`config.mk`:
```
export PLATFORM = sky130hd
export DESIGN_NAME = base32_encoder
export DESIGN_NICKNAME = d
export VERILOG_FILES = /design/src/b32e_pkg.sv /design/src/base32_encoder.sv /design/src/b32e_front.sv /design/src/b32e_queue.sv /design/src/b32e_back.sv
export SDC_FILE = /design/constraint.sdc
export NUM_CORES = 1
export LEC_CHECK = 0
export BUFFER_PORTS_ARGS = -buffer_cell sky130_fd_sc_hd__buf_4
export CORE_MARGIN = 8
export CORE_UTILIZATION = 55
export DETAILED_ROUTE_END_ITERATION = 8
export HOLD_SLACK_MARGIN = 0.06
export PLACE_DENSITY = 0.72
export SLEW_MARGIN = 20
export SYNTH_ARGS = -nofsm -noshare
export SYNTH_HDL_FRONTEND = slang
export SYNTH_HIERARCHICAL = 1
export SYNTH_SLANG_ARGS = --single-unit
```
`constraint.sdc`:
```
create_clock -name clk -period 9.19 [get_ports clk]
set_clock_uncertainty 0.05 [all_clocks]
set_input_delay 0.4595 -clock clk [delete_from_list [all_inputs] [get_ports clk]]
set_output_delay 0.4595 -clock clk [all_outputs]
set_load 0.03 [all_outputs]
```
`src/b32e_pkg.sv`:
```
// shared types, constants and the symbol alphabet for the base32 encoder
// no dependencies; imported by every module of the block
`default_nettype none

package b32e_pkg;

	// depth of the queue between the byte front end and the symbol back end
	localparam int QUEUE_DEPTH = 4;
	localparam int QPTR_W      = $clog2(QUEUE_DEPTH);
	localparam int QCNT_W      = QPTR_W + 1;

	// ascii of the pad character
	localparam logic [6:0] PAD_CHAR = 7'd61;

	// symbols of one byte: two data symbols plus a possible final partial one
	localparam int MAX_SYMS = 3;

	// one queued work entry: the symbols of one byte and the padding after them
	typedef struct packed {
		logic [MAX_SYMS-1:0][4:0] sym;
		logic [1:0]               nsym;
		logic [2:0]               npad;
		logic                     last;
	} b32e_entry_t;

	// standard alphabet: A-Z then 2-7
	function automatic logic [6:0] b32e_char(input logic [4:0] idx);
		logic [6:0] code;
		if (idx < 5'd26) begin
			code = 7'd65 + {2'b00, idx};
		end else begin
			code = 7'd24 + {2'b00, idx};
		end
		return code;
	endfunction

endpackage

`default_nettype wire

```
`src/base32_encoder.sv`:
```
// base32 encoder top level: byte front end, entry queue, symbol back end
// a byte's entry is registered in the queue, then its first symbol in the m_axis output register
// throughput: one symbol per cycle set by the single output register, while m_axis_tready
//   is high and the queue holds an entry; a byte gives one or two symbols, a last byte up to eight with padding
// bytes are taken back to back while the four-entry queue has room
// reset clears leftover bits, group position, queue and output valid
`default_nettype none

module base32_encoder
	import b32e_pkg::*;
(
	input  wire logic       clk,
	input  wire logic       arst_n,
	input  wire logic       s_axis_tvalid,
	output      logic       s_axis_tready,
	input  wire logic [7:0] s_axis_tdata,   // [7:0] data_byte
	input  wire logic       s_axis_tlast,   // last_byte
	output      logic       m_axis_tvalid,
	input  wire logic       m_axis_tready,
	output      logic [7:0] m_axis_tdata,   // [6:0] symbol_char, [7] zero
	output      logic       m_axis_tlast    // last_symbol
);

	logic        push;
	logic        pop;
	logic        full;
	logic        head_valid;
	b32e_entry_t push_entry;
	b32e_entry_t head_entry;
	logic [6:0]  symbol_char;

	assign m_axis_tdata = {1'b0, symbol_char};

	b32e_front u_front (
		.clk        (clk),
		.arst_n     (arst_n),
		.in_valid   (s_axis_tvalid),
		.in_ready   (s_axis_tready),
		.data_byte  (s_axis_tdata),
		.last_byte  (s_axis_tlast),
		.queue_full (full),
		.push       (push),
		.push_entry (push_entry)
	);

	b32e_queue u_queue (
		.clk        (clk),
		.arst_n     (arst_n),
		.push       (push),
		.push_entry (push_entry),
		.pop        (pop),
		.full       (full),
		.head_valid (head_valid),
		.head_entry (head_entry)
	);

	b32e_back u_back (
		.clk         (clk),
		.arst_n      (arst_n),
		.head_valid  (head_valid),
		.head_entry  (head_entry),
		.pop         (pop),
		.out_valid   (m_axis_tvalid),
		.out_ready   (m_axis_tready),
		.symbol_char (symbol_char),
		.last_symbol (m_axis_tlast)
	);

endmodule

`default_nettype wire

```
`src/b32e_front.sv`:
```
// byte front end: splits each byte into 5-bit symbol indices and pad count
// depends on b32e_pkg; feeds b32e_queue
`default_nettype none

module b32e_front
	import b32e_pkg::*;
(
	input  wire logic        clk,
	input  wire logic        arst_n,
	input  wire logic        in_valid,
	output      logic        in_ready,
	input  wire logic [7:0]  data_byte,
	input  wire logic        last_byte,
	input  wire logic        queue_full,
	output      logic        push,
	output      b32e_entry_t push_entry
);

	logic [3:0] left_q;
	logic [2:0] cnt_q;
	logic [2:0] pos_q;

	logic [4:0] sym0;
	logic [4:0] sym1;
	logic [4:0] fin;
	logic [1:0] base;
	logic [3:0] rem_bits;
	logic [2:0] rem_cnt;
	logic [1:0] nsym;
	logic [2:0] pos_new;
	logic [2:0] pad_raw;
	logic [3:0] pad_cap;
	logic [2:0] npad;

	assign in_ready = !queue_full;
	assign push     = in_valid && in_ready;

	// split leftover bits plus the new byte into whole symbols
	always_comb begin
		sym1     = 5'd0;
		fin      = 5'd0;
		rem_bits = 4'd0;
		case (cnt_q)
			3'd0: begin
				sym0     = data_byte[7:3];
				base     = 2'd1;
				rem_bits = {1'b0, data_byte[2:0]};
				rem_cnt  = 3'd3;
				fin      = {data_byte[2:0], 2'b00};
			end
			3'd1: begin
				sym0     = {left_q[0], data_byte[7:4]};
				base     = 2'd1;
				rem_bits = data_byte[3:0];
				rem_cnt  = 3'd4;
				fin      = {data_byte[3:0], 1'b0};
			end
			3'd2: begin
				sym0     = {left_q[1:0], data_byte[7:5]};
				sym1     = data_byte[4:0];
				base     = 2'd2;
				rem_cnt  = 3'd0;
			end
			3'd3: begin
				sym0     = {left_q[2:0], data_byte[7:6]};
				sym1     = data_byte[5:1];
				base     = 2'd2;
				rem_bits = {3'b000, data_byte[0]};
				rem_cnt  = 3'd1;
				fin      = {data_byte[0], 4'b0000};
			end
			default: begin
				sym0     = {left_q[3:0], data_byte[7]};
				sym1     = data_byte[6:2];
				base     = 2'd2;
				rem_bits = {2'b00, data_byte[1:0]};
				rem_cnt  = 3'd2;
				fin      = {data_byte[1:0], 3'b000};
			end
		endcase
	end

	// final partial symbol and padding on the last byte
	always_comb begin
		nsym    = base + {1'b0, (last_byte && rem_cnt != 3'd0)};
		pos_new = pos_q + {1'b0, nsym};
		pad_raw = 3'd0 - pos_new;
		pad_cap = 4'd8 - {2'b00, nsym};
		if (!last_byte) begin
			npad = 3'd0;
		end else if ({1'b0, pad_raw} > pad_cap) begin
			npad = pad_cap[2:0];
		end else begin
			npad = pad_raw;
		end
		push_entry.sym[0] = sym0;
		push_entry.sym[1] = (base == 2'd1) ? fin : sym1;
		push_entry.sym[2] = fin;
		push_entry.nsym   = nsym;
		push_entry.npad   = npad;
		push_entry.last   = last_byte;
	end

	// leftover bits and group position, cleared after a message ends
	always_ff @(posedge clk or negedge arst_n) begin
		if (!arst_n) begin
			left_q <= 4'd0;
			cnt_q  <= 3'd0;
			pos_q  <= 3'd0;
		end else if (push) begin
			if (last_byte) begin
				left_q <= 4'd0;
				cnt_q  <= 3'd0;
				pos_q  <= 3'd0;
			end else begin
				left_q <= rem_bits;
				cnt_q  <= rem_cnt;
				pos_q  <= pos_new;
			end
		end
	end

endmodule

`default_nettype wire

```
`src/b32e_queue.sv`:
```
// short register queue of work entries between front and back end
// depends on b32e_pkg
`default_nettype none

module b32e_queue
	import b32e_pkg::*;
(
	input  wire logic        clk,
	input  wire logic        arst_n,
	input  wire logic        push,
	input  wire b32e_entry_t push_entry,
	input  wire logic        pop,
	output      logic        full,
	output      logic        head_valid,
	output      b32e_entry_t head_entry
);

	b32e_entry_t       mem_q [QUEUE_DEPTH];
	logic [QPTR_W-1:0] wr_q;
	logic [QPTR_W-1:0] rd_q;
	logic [QCNT_W-1:0] count_q;

	assign full       = (count_q == QCNT_W'(QUEUE_DEPTH));
	assign head_valid = (count_q != '0);
	assign head_entry = mem_q[rd_q];

	// entry storage
	always_ff @(posedge clk) begin
		if (push) begin
			mem_q[wr_q] <= push_entry;
		end
	end

	// pointers and fill count
	always_ff @(posedge clk or negedge arst_n) begin
		if (!arst_n) begin
			wr_q    <= '0;
			rd_q    <= '0;
			count_q <= '0;
		end else begin
			if (push) begin
				wr_q <= wr_q + 1'b1;
			end
			if (pop) begin
				rd_q <= rd_q + 1'b1;
			end
			if (push && !pop) begin
				count_q <= count_q + 1'b1;
			end else if (pop && !push) begin
				count_q <= count_q - 1'b1;
			end
		end
	end

	// overflow and underflow checks
	assert property (@(posedge clk) disable iff (!arst_n) full |-> !push)
		else $error("queue push while full");
	assert property (@(posedge clk) disable iff (!arst_n) !head_valid |-> !pop)
		else $error("queue pop while empty");

endmodule

`default_nettype wire

```
`src/b32e_back.sv`:
```
// symbol back end: walks one queue entry a character per cycle, unless the output stalls, into an output register
// depends on b32e_pkg; reads b32e_queue
`default_nettype none

module b32e_back
	import b32e_pkg::*;
(
	input  wire logic        clk,
	input  wire logic        arst_n,
	input  wire logic        head_valid,
	input  wire b32e_entry_t head_entry,
	output      logic        pop,
	output      logic        out_valid,
	input  wire logic        out_ready,
	output      logic [6:0]  symbol_char,
	output      logic        last_symbol
);

	logic [2:0] idx_q;
	logic       out_valid_q;
	logic [6:0] char_q;
	logic       last_q;

	logic [3:0] total;
	logic       entry_end;
	logic       load;
	logic [6:0] next_char;

	assign out_valid   = out_valid_q;
	assign symbol_char = char_q;
	assign last_symbol = last_q;

	// next character of the head entry
	always_comb begin
		total     = {2'b00, head_entry.nsym} + {1'b0, head_entry.npad};
		entry_end = ({1'b0, idx_q} + 4'd1) == total;
		load      = head_valid && (!out_valid_q || out_ready);
		pop       = load && entry_end;
		if ({1'b0, idx_q} < {2'b00, head_entry.nsym}) begin
			next_char = b32e_char(head_entry.sym[idx_q[1:0]]);
		end else begin
			next_char = PAD_CHAR;
		end
	end

	// character index within the head entry
	always_ff @(posedge clk or negedge arst_n) begin
		if (!arst_n) begin
			idx_q <= 3'd0;
		end else if (load) begin
			idx_q <= entry_end ? 3'd0 : idx_q + 3'd1;
		end
	end

	// output register
	always_ff @(posedge clk or negedge arst_n) begin
		if (!arst_n) begin
			out_valid_q <= 1'b0;
		end else if (load) begin
			out_valid_q <= 1'b1;
		end else if (out_ready) begin
			out_valid_q <= 1'b0;
		end
	end

	always_ff @(posedge clk) begin
		if (load) begin
			char_q <= next_char;
			last_q <= head_entry.last && entry_end;
		end
	end

	// index stays inside the head entry
	assert property (@(posedge clk) disable iff (!arst_n)
		head_valid |-> ({1'b0, idx_q} < total))
		else $error("symbol index past end of entry");
	// an entry never expands past one 8-character group
	assert property (@(posedge clk) disable iff (!arst_n)
		head_valid |-> (total <= 4'd8 && head_entry.nsym != 2'd0))
		else $error("bad entry length");
	// loading the end of a last entry flags the final character in the output register
	assert property (@(posedge clk) disable iff (!arst_n)
		(load && head_entry.last && entry_end) |=> (out_valid_q && last_q))
		else $error("final character not flagged");

endmodule

`default_nettype wire
```
==> results of run 1 <==
[cell usage in the layout, fill, tap and decap left out, types with 6 or more instances in the layout]
cell type	count
nor2_1	7
o21ai_1	6
clkbuf_16	16
mux2_2	12
bufinv_16	6
buf_4	23
nand3_1	10
mux2i_1	16
nand2_1	32
xnor2_1	8
xor2_1	7
inv_1	18
edfxtp_1	92
dfrtp_1	21
mux4_2	18
ha_1	17
o21ai_0	17
[cells by family after synthesis]
group / count (synthesis)
flip-flops: 113
AND/OR/NAND/NOR: 82
AO/OA/AOI/OAI: 54
multiplexers: 49
buffers and inverters: 40
adder cells (fa/ha/maj): 20
XOR/XNOR: 16
other: 2
[critical path, cell delays in order, from the launching register on]
cell and delay, ns:
dfrtp_1 0.64, nand2b_1 0.35, o21ai_0 0.29, inv_1 0.09, ha_1 0.35, inv_1 0.12, ha_1 0.23, fa_1 0.49
inv_1 0.06, ha_1 0.33, ha_1 0.28, nor2b_1 0.31, o21a_1 0.15, o2111ai_1 0.24
[area by class of cell]
type,count,area [um2]
Timing Repair Buffer,25,197.7
Fill cell,702,3398
Sequential cell,113,3288
Tap cell,133,166.4
Clock buffer,19,421.7
Inverter,19,71.32
Clock inverter,13,215.2
Multi-Input combinational cell,223,2016
[stage by stage]
step | hold slack, ns | total power (uW) | std cells | cell area [um2]
final | 0.1882 | 2733 | 545 | 6376
after global routing | 0.1925 | 2905 | 545 | 6376
after CTS | 0.1654 | 2753 | 544 | 6359
after detailed placement | 0.3156 | 2020 | 511 | 5712
after global placement | 0.3112 | 1978 | 511 | 5712
after floorplan | 0.1139 | 1790 | 376 | 5520
[where the power goes]
part | total [uW] | internal, uW | switching (uW)
sequential | 948 | 813 | 135
combinational | 1080 | 484 | 601
clock | 700 | 490 | 211
[layer usage]
layer,wire length [um],part of all wire,up-vias,global-route usage
met5,0,0,-,0
met4,130,0.013,0,0.07519
met3,468,0.047,10,0.04860
met2,4833,0.48,81,0.2628
met1,4622,0.46,1538,0.2107
li1,-,-,1466,-
[path summary, 6_finish.rpt]
path	start	endpoint	slack [ns]	cells after the start
worst max-delay path	u_front/cnt_q[2]$_DFFE_PN0P_	u_queue/mem_q[3][1]$_DFFE_PP_	4.85	13
worst min-delay path	s_axis_tdata[2]	u_front/left_q[2]$_DFFE_PN0P_	0.19	3
min in group asynchronous	arst_n	u_back/idx_q[1]$_DFFE_PN0P_	0.32	2
worst max register to register	u_front/cnt_q[2]$_DFFE_PN0P_	u_queue/mem_q[3][1]$_DFFE_PP_	4.85	13
worst min register to register	u_queue/count_q[2]$_DFFE_PN0P_	u_queue/count_q[2]$_DFFE_PN0P_	0.44	1
max in group asynchronous	arst_n	u_queue/count_q[2]$_DFFE_PN0P_	8.53	2
[state kept, by name (all words and copies together) (netlist names)]
register / cells
u_queue/mem_q: 84
u_front/left_q: 4
u_back/symbol_char: 7
u_queue/wr_q: 2
u_queue/count_q: 3
u_front/cnt_q: 3
u_front/pos_q: 3
u_back/last_symbol: 1
u_back/idx_q: 3
u_queue/rd_q: 2
u_back/out_valid: 1
[what timing repair did]
item / CTS / global route
gates resized for setup: 0 / 0
endpoints found under the hold margin: 21 / 0
hold buffers: 1 / 0
setup buffers: 0 / 0
==> run_results.csv, run 1 <==
group,metric,value,unit
run_status,outcome,"completed",
pwr,p_per_area,428.6,nW/um2
die,ios,24,
sta,fin_ws,4.854,ns
finish,antenna_cells,0,
setup_path,cp_max_fo,27,
clock_tree,cts_made_buffers,17,
detailed_routing,drc,0,
sta,hold_viol,0,
pwr,p_leak,0.002421,uW
synth,synth_top_family_by_area,"multiplexers",
clock_tree,clk_pin_slew,0.05,ns
die,coreArea,9774,um2
setup_path,crit_path_end_kind,"register",
placement,dp_hpwl,6519,um
finish,final_net_count,432,
synth,synth_fa_ha_area_frac,0.04941,
global_routing,grt_pass1_wl,16810,um
detailed_routing,num_vias,3095,
die,fp-row-count,36,
clock_tree,root_buffer,"clkbuf_8",
sta,slew_violations,0,
synth,synth.most_common_cell,"edfxtp_1",
detailed_routing,via_per_inst,5.679,
job,max-cap-violations,0,
synth,synth_compound_area_frac,0.06709,
synth,syn_inst,376,
sta,fmax,230.6,MHz
synth,synth_nets,409,
die,die_h,116.2,um
synth,ys.flop_type,"edfxtp_1",
synth,seq_area_frac_synth,0.5956,
global_routing,antenna_found_initial,0,
synth,yosysUniqueCellTypes,57,
sta,fin_crit,4.336,ns
detailed_routing,drtIter0Drc,145,
sta,relSlewSlack,0.2577,
setup_path,path_class,"register to register",
global_routing,grt-ovfl-total,0,
clock_tree,htree_levels,4,
sta,worstMarginPinSlew,1.113,ns
synth,synth_edf_count,92,
sta,rsz0062_at_grt,"no",
pwr,ir_drop,0.0002798,V
synth,synthMuxAreaShare,0.1412,
synth,ys_ff_latch,113,
global_routing,grt.total_usage,0.1672,
setup_path,arrival,4.46,ns
synth,ys_top_cells_by_count,"edfxtp_1 (92), nand2_1 (32), dfrtp_1 (21)",
detailed_routing,drt-total-wl,10060,um
setup_path,required,9.31,ns
placement,place_congestion,0.7966,
setup_path,startpoint_type,"register",
synth,synth_top_area_frac,0.5005,
global_routing,grt_pass1_vias,3211,
die,dieArea,13500,um2
detailed_routing,drt_pass1_iterations,4,
clock_tree,cts_num_sinks,113,
synth,yosys.area.top_type,"edfxtp_1",
detailed_routing,wl_per_cell,18.45,um
detailed_routing,antenna_left,0,
global_routing,grt_max_degree,28,
synth,synth-simple-area-share,0.07774,
worst_hold_path,hp-class,"primary input to register",
placement,port_buffers,22,
clock_tree,clock_latency,0.51,ns
clock_tree,cts_tree,"done",
finish,drive_gt1_frac,0.2282,
sta,post-route-period-util,0.4718,
placement,pre_cts_ws,4.863,ns
synth,synthTopCellsByArea,"edfxtp_1 (50%), dfrtp_1 (9.5%), mux4_2 (7.3%), ha_1 (3.9%), mux2i_1 (2.9%)",
sta,setup_viol,0,
synth,synth_area_per_cell,14.68,um2
synth,syn_area,5520,um2
synth,async_reset_ff_frac,0.1858,
sta,fin_setup_tns,0,ns
finish,fin_util,0.6523,
synth,synth_xor_area_frac,0.02788,
clock_tree,cts_buffer_depth,2,
die,die_w,116.2,um
synth,yosysWarnings,6,
die,initial_core_util,0.5648,
finish,synthToLayoutAreaGrowth,15.50,%
Power figures use the tool's default switching activity.
==> inputs of run 2 (changes only) <==
--- a/config.mk
+++ b/config.mk
@@ -5,6 +5,7 @@
 export SDC_FILE = /design/constraint.sdc
 export NUM_CORES = 1
 export LEC_CHECK = 0
+export ABC_AREA = 1
 export BUFFER_PORTS_ARGS = -buffer_cell sky130_fd_sc_hd__buf_4
 export CORE_MARGIN = 8
 export CORE_UTILIZATION = 55
==> constraint.sdc (replaced) <==
create_clock -name clk -period 4.1 [get_ports clk]
set_clock_uncertainty 0.05 [all_clocks]
set_input_delay 0.205 -clock clk [delete_from_list [all_inputs] [get_ports clk]]
set_output_delay 0.205 -clock clk [all_outputs]
set_load 0.03 [all_outputs]
==> run_results.csv, run 2 <==
group,metric,value,unit
finish,antenna_cells,0,
clock_tree,post-cts-setup-buffers,0,
synth,synth_fa_ha_area_frac,0.04607,
clock_tree,cts_buffer_depth,2,
placement,port_buffers,22,
synth,synth_compound_area_frac,0.1105,
die,die_w,119.8,um
clock_tree,root_buffer,"clkbuf_8",
setup_path,slowest_delay,0.55,ns
detailed_routing,drt_pass1_iterations,5,
sta,slew_violations,0,
die,dieArea,14340,um2
finish,top_register,"u_queue/mem_q",
synth,yosys.area.top_type,"edfxtp_1",
placement,dp_hpwl,7978,um
setup_path,crit_family,"adder cells",
setup_path,cp_max_fo,13,
run_status,outcome,"completed",
clock_tree,cts_tree,"done",
synth,synth_xor_area_frac,0.01183,
setup_path,startpoint_type,"register",
synth,async_reset_ff_frac,0.1858,
die,ios,24,
synth,seq_area_frac_synth,0.5554,
die,coreArea,10650,um2
synth,synth_area_per_cell,10.05,um2
pwr,p_per_area,916.0,nW/um2
sta,setup_viol,0,
pwr,ir_drop,0.0004626,V
clock_tree,cts_made_buffers,17,
sta,fin_crit,3.740,ns
finish,drive_gt1_frac,0.1761,
global_routing,grt_max_degree,65,
clock_tree,clock_latency,0.52,ns
global_routing,grt_pass1_vias,4209,
setup_path,crit_chain,"inv_2 > nand3_2 > nand2_1 > inv_1 > ha_1 > inv_1 > ha_1 > fa_1 > inv_1 > ha_1 > ha_1 > a21oi_1 > nor2_1 > a21oi_1 > nor2_1",
setup_path,cp_common_cell,"ha_1",
finish,final_cell_mix,"nand2_1 (153), inv_1 (104), edfxtp_1 (92), nand3_1 (27), buf_4 (25)",
detailed_routing,wl_per_cell,15.58,um
synth,ys.flop_type,"edfxtp_1",
detailed_routing,num_vias,4143,
detailed_routing,via_per_inst,5.339,
clock_tree,post_cts_resized,0,
finish,synthToLayoutAreaGrowth,15.07,%
job,max-cap-violations,0,
finish,fill_cells,848,
finish,largest_reg_flops,84,
synth,synth_edf_count,92,
setup_path,path_class,"register to register",
die,fp-row-count,38,
die,initial_core_util,0.5559,
global_routing,grt.total_usage,0.1790,
sta,hold_viol,0,
synth,synth_top_area_frac,0.4666,
sta,fin_ws,0.3595,ns
sta,fin_setup_tns,0,ns
detailed_routing,antenna_left,0,
placement,pre_cts_ws,0.4415,ns
global_routing,grt_pass1_wl,20190,um
synth,synth_top_family_by_area,"simple AND/OR/NAND/NOR gates",
synth,yosysUniqueCellTypes,39,
sta,worstMarginPinSlew,1.051,ns
synth,synth_nets,622,
clock_tree,clk_pin_slew,0.06,ns
setup_path,crit_buf_inv,4,
placement,place_congestion,0.9022,
synth,syn_inst,589,
synth,synthMuxAreaShare,0,
finish,final_common_cell,"nand2_1",
setup_path,slowest_stage,"dfrtp_1",
setup_path,required,4.38,ns
synth,ys_top_cells_by_count,"nand2_1 (153), inv_1 (104), edfxtp_1 (92)",
synth,synth.most_common_cell,"nand2_1",
clock_tree,cts_num_sinks,113,
synth,yosysWarnings,6,
synth,synthTopCellsByArea,"edfxtp_1 (47%), nand2_1 (9.7%), dfrtp_1 (8.9%), inv_1 (6.6%), o211ai_2 (4.4%)",
sta,relSlewSlack,0.2983,
sta,fmax,267.3,MHz
global_routing,antenna_found_initial,0,
detailed_routing,drc,0,
pwr,p_leak,0.003031,uW
synth,syn_area,5921,um2
clock_tree,htree_levels,4,
setup_path,crit_path_end_kind,"register",
sta,rsz0062_at_grt,"no",
synth,ys_ff_latch,113,
detailed_routing,drtIter0Drc,298,
global_routing,grt-ovfl-total,0,
detailed_routing,drt-total-wl,12090,um
finish,final_net_count,656,
synth,synth-simple-area-share,0.1739,
die,die_h,119.8,um
sta,post-route-period-util,0.9123,
worst_hold_path,hp-class,"primary input to register",
setup_path,arrival,4.02,ns
[run 2: power breakdown]
part / switching, uW / leakage, uW / internal [uW]
combinational: 1790 / 0.00162 / 893
sequential: 233 / 0.00112 / 1830
clock: 512 / 0.000291 / 984
[run 2: cells by family (layout without fill, tap and decap cells)]
| logic type | count (synthesis) | in the layout |
|---|---|---|
| DFF | 113 | 113 |
| AOI/OAI and AO/OA | 83 | 83 |
| buffers and inverters | 129 | 176 |
| adders and majority gates | 20 | 20 |
| and+or+nand+nor | 234 | 234 |
| other | 2 | 2 |
| xor gates and xnor gates | 8 | 8 |
[run 2: final cells by class]
cell class | count | area [um2] | area share
Sequential cell | 113 | 3292 | 0.4832
Multi-Input combinational cell | 347 | 2034 | 0.2986
Clock buffer | 18 | 417.9 | 0.06134
Inverter | 109 | 416.7 | 0.06116
Timing Repair Buffer | 35 | 287.8 | 0.04224
Clock inverter | 14 | 188.9 | 0.02773
Tap cell | 140 | 175.2 | 0.02571
[run 2: path summary, 6_finish.rpt]
| kind | from | depth (start not counted) | to | slack, ns |
|---|---|---|---|---|
| worst max-delay path | u_front/cnt_q[2]$_DFFE_PN0P_ | 15 | u_queue/mem_q[2][1]$_DFFE_PP_ | 0.36 |
| worst min-delay path | s_axis_tdata[5] | 3 | u_queue/mem_q[2][15]$_DFFE_PP_ | 0.07 |
| worst max register to register | u_front/cnt_q[2]$_DFFE_PN0P_ | 15 | u_queue/mem_q[2][1]$_DFFE_PP_ | 0.36 |
| worst min register to register | u_queue/count_q[2]$_DFFE_PN0P_ | 2 | u_queue/count_q[2]$_DFFE_PN0P_ | 0.43 |
| max in group asynchronous | arst_n | 2 | u_queue/rd_q[0]$_DFFE_PN0P_ | 3.66 |
| min in group asynchronous | arst_n | 2 | u_queue/count_q[2]$_DFFE_PN0P_ | 0.08 |
[run 2: what timing repair did]
| item | 4_1_cts | 5_1_grt |
|---|---|---|
| hold buffers | 10 | 0 |
| hold endpoints to repair | 36 | 0 |
| endpoints found under the setup margin | 0 | 0 |
[run 2: per-stage QoR]
step | instance area, um2 | instances | total power, uW | hold slack, ns | util
3_5_place_dp | 6106 | 734 | 4720 | 0.07119 | 0.5733
3_3_place_gp | 6106 | 734 | 4603 | 0.06391 | 0.5733
2_1_floorplan | 5921 | 589 | 4162 | -0.1406 | -
6_report | 6813 | 776 | 6240 | 0.06817 | 0.6397
5_1_grt | 6813 | 776 | 6695 | 0.09817 | 0.6397
4_1_cts | 6813 | 776 | 6264 | 0.06992 | 0.6397
[run 2: worst reg2reg max path, delay by kind of cell, from the launching register on]
family                   cells  cell delay, ns
adder cells (fa/ha/maj)      5            1.64
AND/OR/NAND/NOR              4            0.74
flip-flops                   1            0.55
buffers and inverters        4            0.40
AO/OA/AOI/OAI                2            0.17
[run 2: layer usage]
metal / vias to the layer above / GRT usage / part of all wire
li1: 2012 / - / -
met5: - / 0 / 0
met3: 20 / 0.04650 / 0.055
met4: 0 / 0.09446 / 0.021
met2: 116 / 0.2924 / 0.48
met1: 1995 / 0.2142 / 0.44
==> inputs of run 3 (changes only) <==
--- a/config.mk
+++ b/config.mk
@@ -11,7 +11,7 @@
 export CORE_UTILIZATION = 55
 export DETAILED_ROUTE_END_ITERATION = 8
 export HOLD_SLACK_MARGIN = 0.06
-export PLACE_DENSITY = 0.72
+export PLACE_DENSITY = 0.82
 export SLEW_MARGIN = 20
 export SYNTH_ARGS = -nofsm -noshare
 export SYNTH_HDL_FRONTEND = slang
==> constraint.sdc (replaced) <==
create_clock -name clk -period 4.8 [get_ports clk]
set_clock_uncertainty 0.05 [all_clocks]
set_input_delay 0.24 -clock clk [delete_from_list [all_inputs] [get_ports clk]]
set_output_delay 0.24 -clock clk [all_outputs]
set_load 0.03 [all_outputs]
==> run_results.csv, run 3 (synthesis gave the netlist of run 2 again) <==
group,metric,value,unit
clock_tree,clk_pin_slew,0.06,ns
global_routing,grt_pass1_vias,4097,
clock_tree,htree_levels,4,
global_routing,grt_max_degree,61,
sta,rsz0062_at_grt,"no",
clock_tree,post_cts_resized,0,
placement,dp.cells,734,
global_routing,grt_pass1_wl,19550,um
detailed_routing,wl_met3,605,um
finish,antenna_cells,0,
finish,synthToLayoutAreaGrowth,15.32,%
finish,regArea,3292,um2
detailed_routing,antenna_left,0,
sta,slew_violations,0,
sta,hold_ws,0.08877,ns
die,die_w,119.8,um
setup_path,r2r_start,"u_front/cnt_q[2]$_DFFE_PN0P_",
sta,fin_ws,0.9839,ns
worst_hold_path,hp-class,"primary input to async pin",
global_routing,grt-ovfl-total,0,
detailed_routing,drc,0,
pwr,p_per_area,786.0,nW/um2
sta,fin_setup_tns,0,ns
finish,multi_input_area,2034,um2
global_routing,grt.total_usage,0.1762,
finish,fill_cells,815,
pwr,power_switching,2147,uW
placement,place_congestion,0.8668,
detailed_routing,routed.top_layer,"met4",
placement,port_buffers,22,
detailed_routing,drt-total-wl,11830,um
finish,fin_util,0.6411,
clock_tree,root_buffer,"clkbuf_8",
finish,drive_gt1_frac,0.1748,
sta,setup_viol,0,
die,coreArea,10650,um2
clock_tree,cts_buffer_depth,2,
sta,fin_crit,3.816,ns
clock_tree,post-cts-setup-buffers,0,
clock_tree,cts_made_buffers,17,
detailed_routing,met1_length,5060,um
die,initial_core_util,0.5559,
setup_path,arrival,4.04,ns
placement,dp_hpwl,7992,um
finish,final_cell_mix,"nand2_1 (153), inv_1 (104), edfxtp_1 (92), nand3_1 (27), buf_4 (25)",
die,dieArea,14340,um2
pwr,ir_drop,0.0004059,V
sta,hold_viol,0,
pwr,comb_power_share,0.423,
setup_path,r2r-end,"u_queue/mem_q[1][2]$_DFFE_PP_",
setup_path,startpoint,"u_front/cnt_q[2]$_DFFE_PN0P_",
detailed_routing,via_per_inst,5.228,
detailed_routing,drtIter0Drc,281,
pwr,power_frac_seq,0.328,
clock_tree,cts_num_sinks,113,
detailed_routing,num_vias,4052,
global_routing,antenna_found_initial,0,
finish,fin_cells,775,
clock_tree,clock_latency,0.53,ns
setup_path,crit_path_end_kind,"register",
setup_path,crit_end,"u_queue/mem_q[1][2]$_DFFE_PP_",
setup_path,startpoint_type,"register",
clock_tree,cts_tree,"done",
setup_path,cp_max_fo,13,
pwr,p_int,3220,uW
setup_path,required,5.03,ns
pwr,p_leak,0.003036,uW
detailed_routing,drt_pass1_iterations,5,
sta,post-route-period-util,0.7950,
pwr,pwr-share-clk,0.249,
die,fp-row-count,38,
sta,fmax,262.0,MHz
setup_path,r2r_cells,16,
sta,worstMarginPinSlew,0.9582,ns
setup_path,worst-r2r-setup-slack,0.98,ns
setup_path,path_class,"register to register",
detailed_routing,dr_wl_met2,5948,um
finish,final_net_count,655,
finish,top_register,"u_queue/mem_q",
die,ios,24,
finish,final_common_cell,"nand2_1",
finish,largest_reg_flops,84,
placement,pre_cts_ws,1.105,ns
die,die_h,119.8,um
sta,relSlewSlack,0.3605,
pwr,switching_share,0.4000,
detailed_routing,wl_per_cell,15.26,um
run_status,outcome,"completed",
job,max-cap-violations,0,
-- run 3: how the worst min path moves through the flow --
stage | slack (ns) | end | depth (start not counted) | start
finish | 0.09 | u_front/left_q[3]$_DFFE_PN0P_ | 2 | arst_n
global route | 0.09 | u_front/left_q[1]$_DFFE_PN0P_ | 2 | arst_n
detailed placement | 0.10 | u_queue/wr_q[1]$_DFFE_PN0P_ | 1 | arst_n
floorplan | -0.11 | u_back/idx_q[0]$_DFFE_PN0P_ | 0 | arst_n
global placement | 0.10 | u_queue/wr_q[0]$_DFFE_PN0P_ | 1 | arst_n
CTS | 0.06 | u_front/cnt_q[1]$_DFFE_PN0P_ | 4 | s_axis_tvalid
-- run 3: critical path, cell delays in order, from the launching register on --
cell and delay (ns):
dfrtp_1 0.56, inv_2 0.20, nand3_2 0.20, nand2_1 0.13, inv_1 0.05, ha_1 0.30, inv_1 0.10, ha_1 0.23
fa_1 0.50, inv_1 0.06, ha_1 0.31, ha_1 0.28, a21oi_1 0.06, nor2_1 0.24, nand3_1 0.14, nand2_1 0.08
nor2_1 0.06
-- run 3: layer usage --
layer  vias to the layer above  track usage
li1                       2005            -
met1                      1897       0.2016
met2                       130       0.2892
met3                        20      0.05730
met4                         0      0.09446
met5                         -            0
-- run 3: stage by stage --
step | instance area [um2] | total power [uW]
2_1_floorplan | 5921 | 3555
3_3_place_gp | 6106 | 3906
3_5_place_dp | 6106 | 4025
4_1_cts | 6828 | 5392
5_1_grt | 6828 | 5751
6_report | 6828 | 5366
-- run 3: timing repair --
item,CTS,global route
hold buffers,9,0
hold endpoints to repair,39,0
setup endpoints to repair,0,0
-- run 3: power groups by stage --
stage          sequential, uW  clock, uW  combinational (uW)
2_1_floorplan            1760          0                1800
3_3_place_gp             1760          0                2150
3_5_place_dp             1770          0                2250
4_1_cts                  1760       1350                2280
5_1_grt                  1790       1400                2560
6_report                 1760       1340                2270
-- run 3: area by class of cell --
| class | count | area share |
|---|---|---|
| Clock buffer | 19 | 0.06176 |
| Tap cell | 140 | 0.02566 |
| Inverter | 109 | 0.06102 |
| Timing Repair Buffer | 34 | 0.04068 |
| Multi-Input combinational cell | 347 | 0.2980 |
| Sequential cell | 113 | 0.4821 |
| Clock inverter | 13 | 0.03079 |
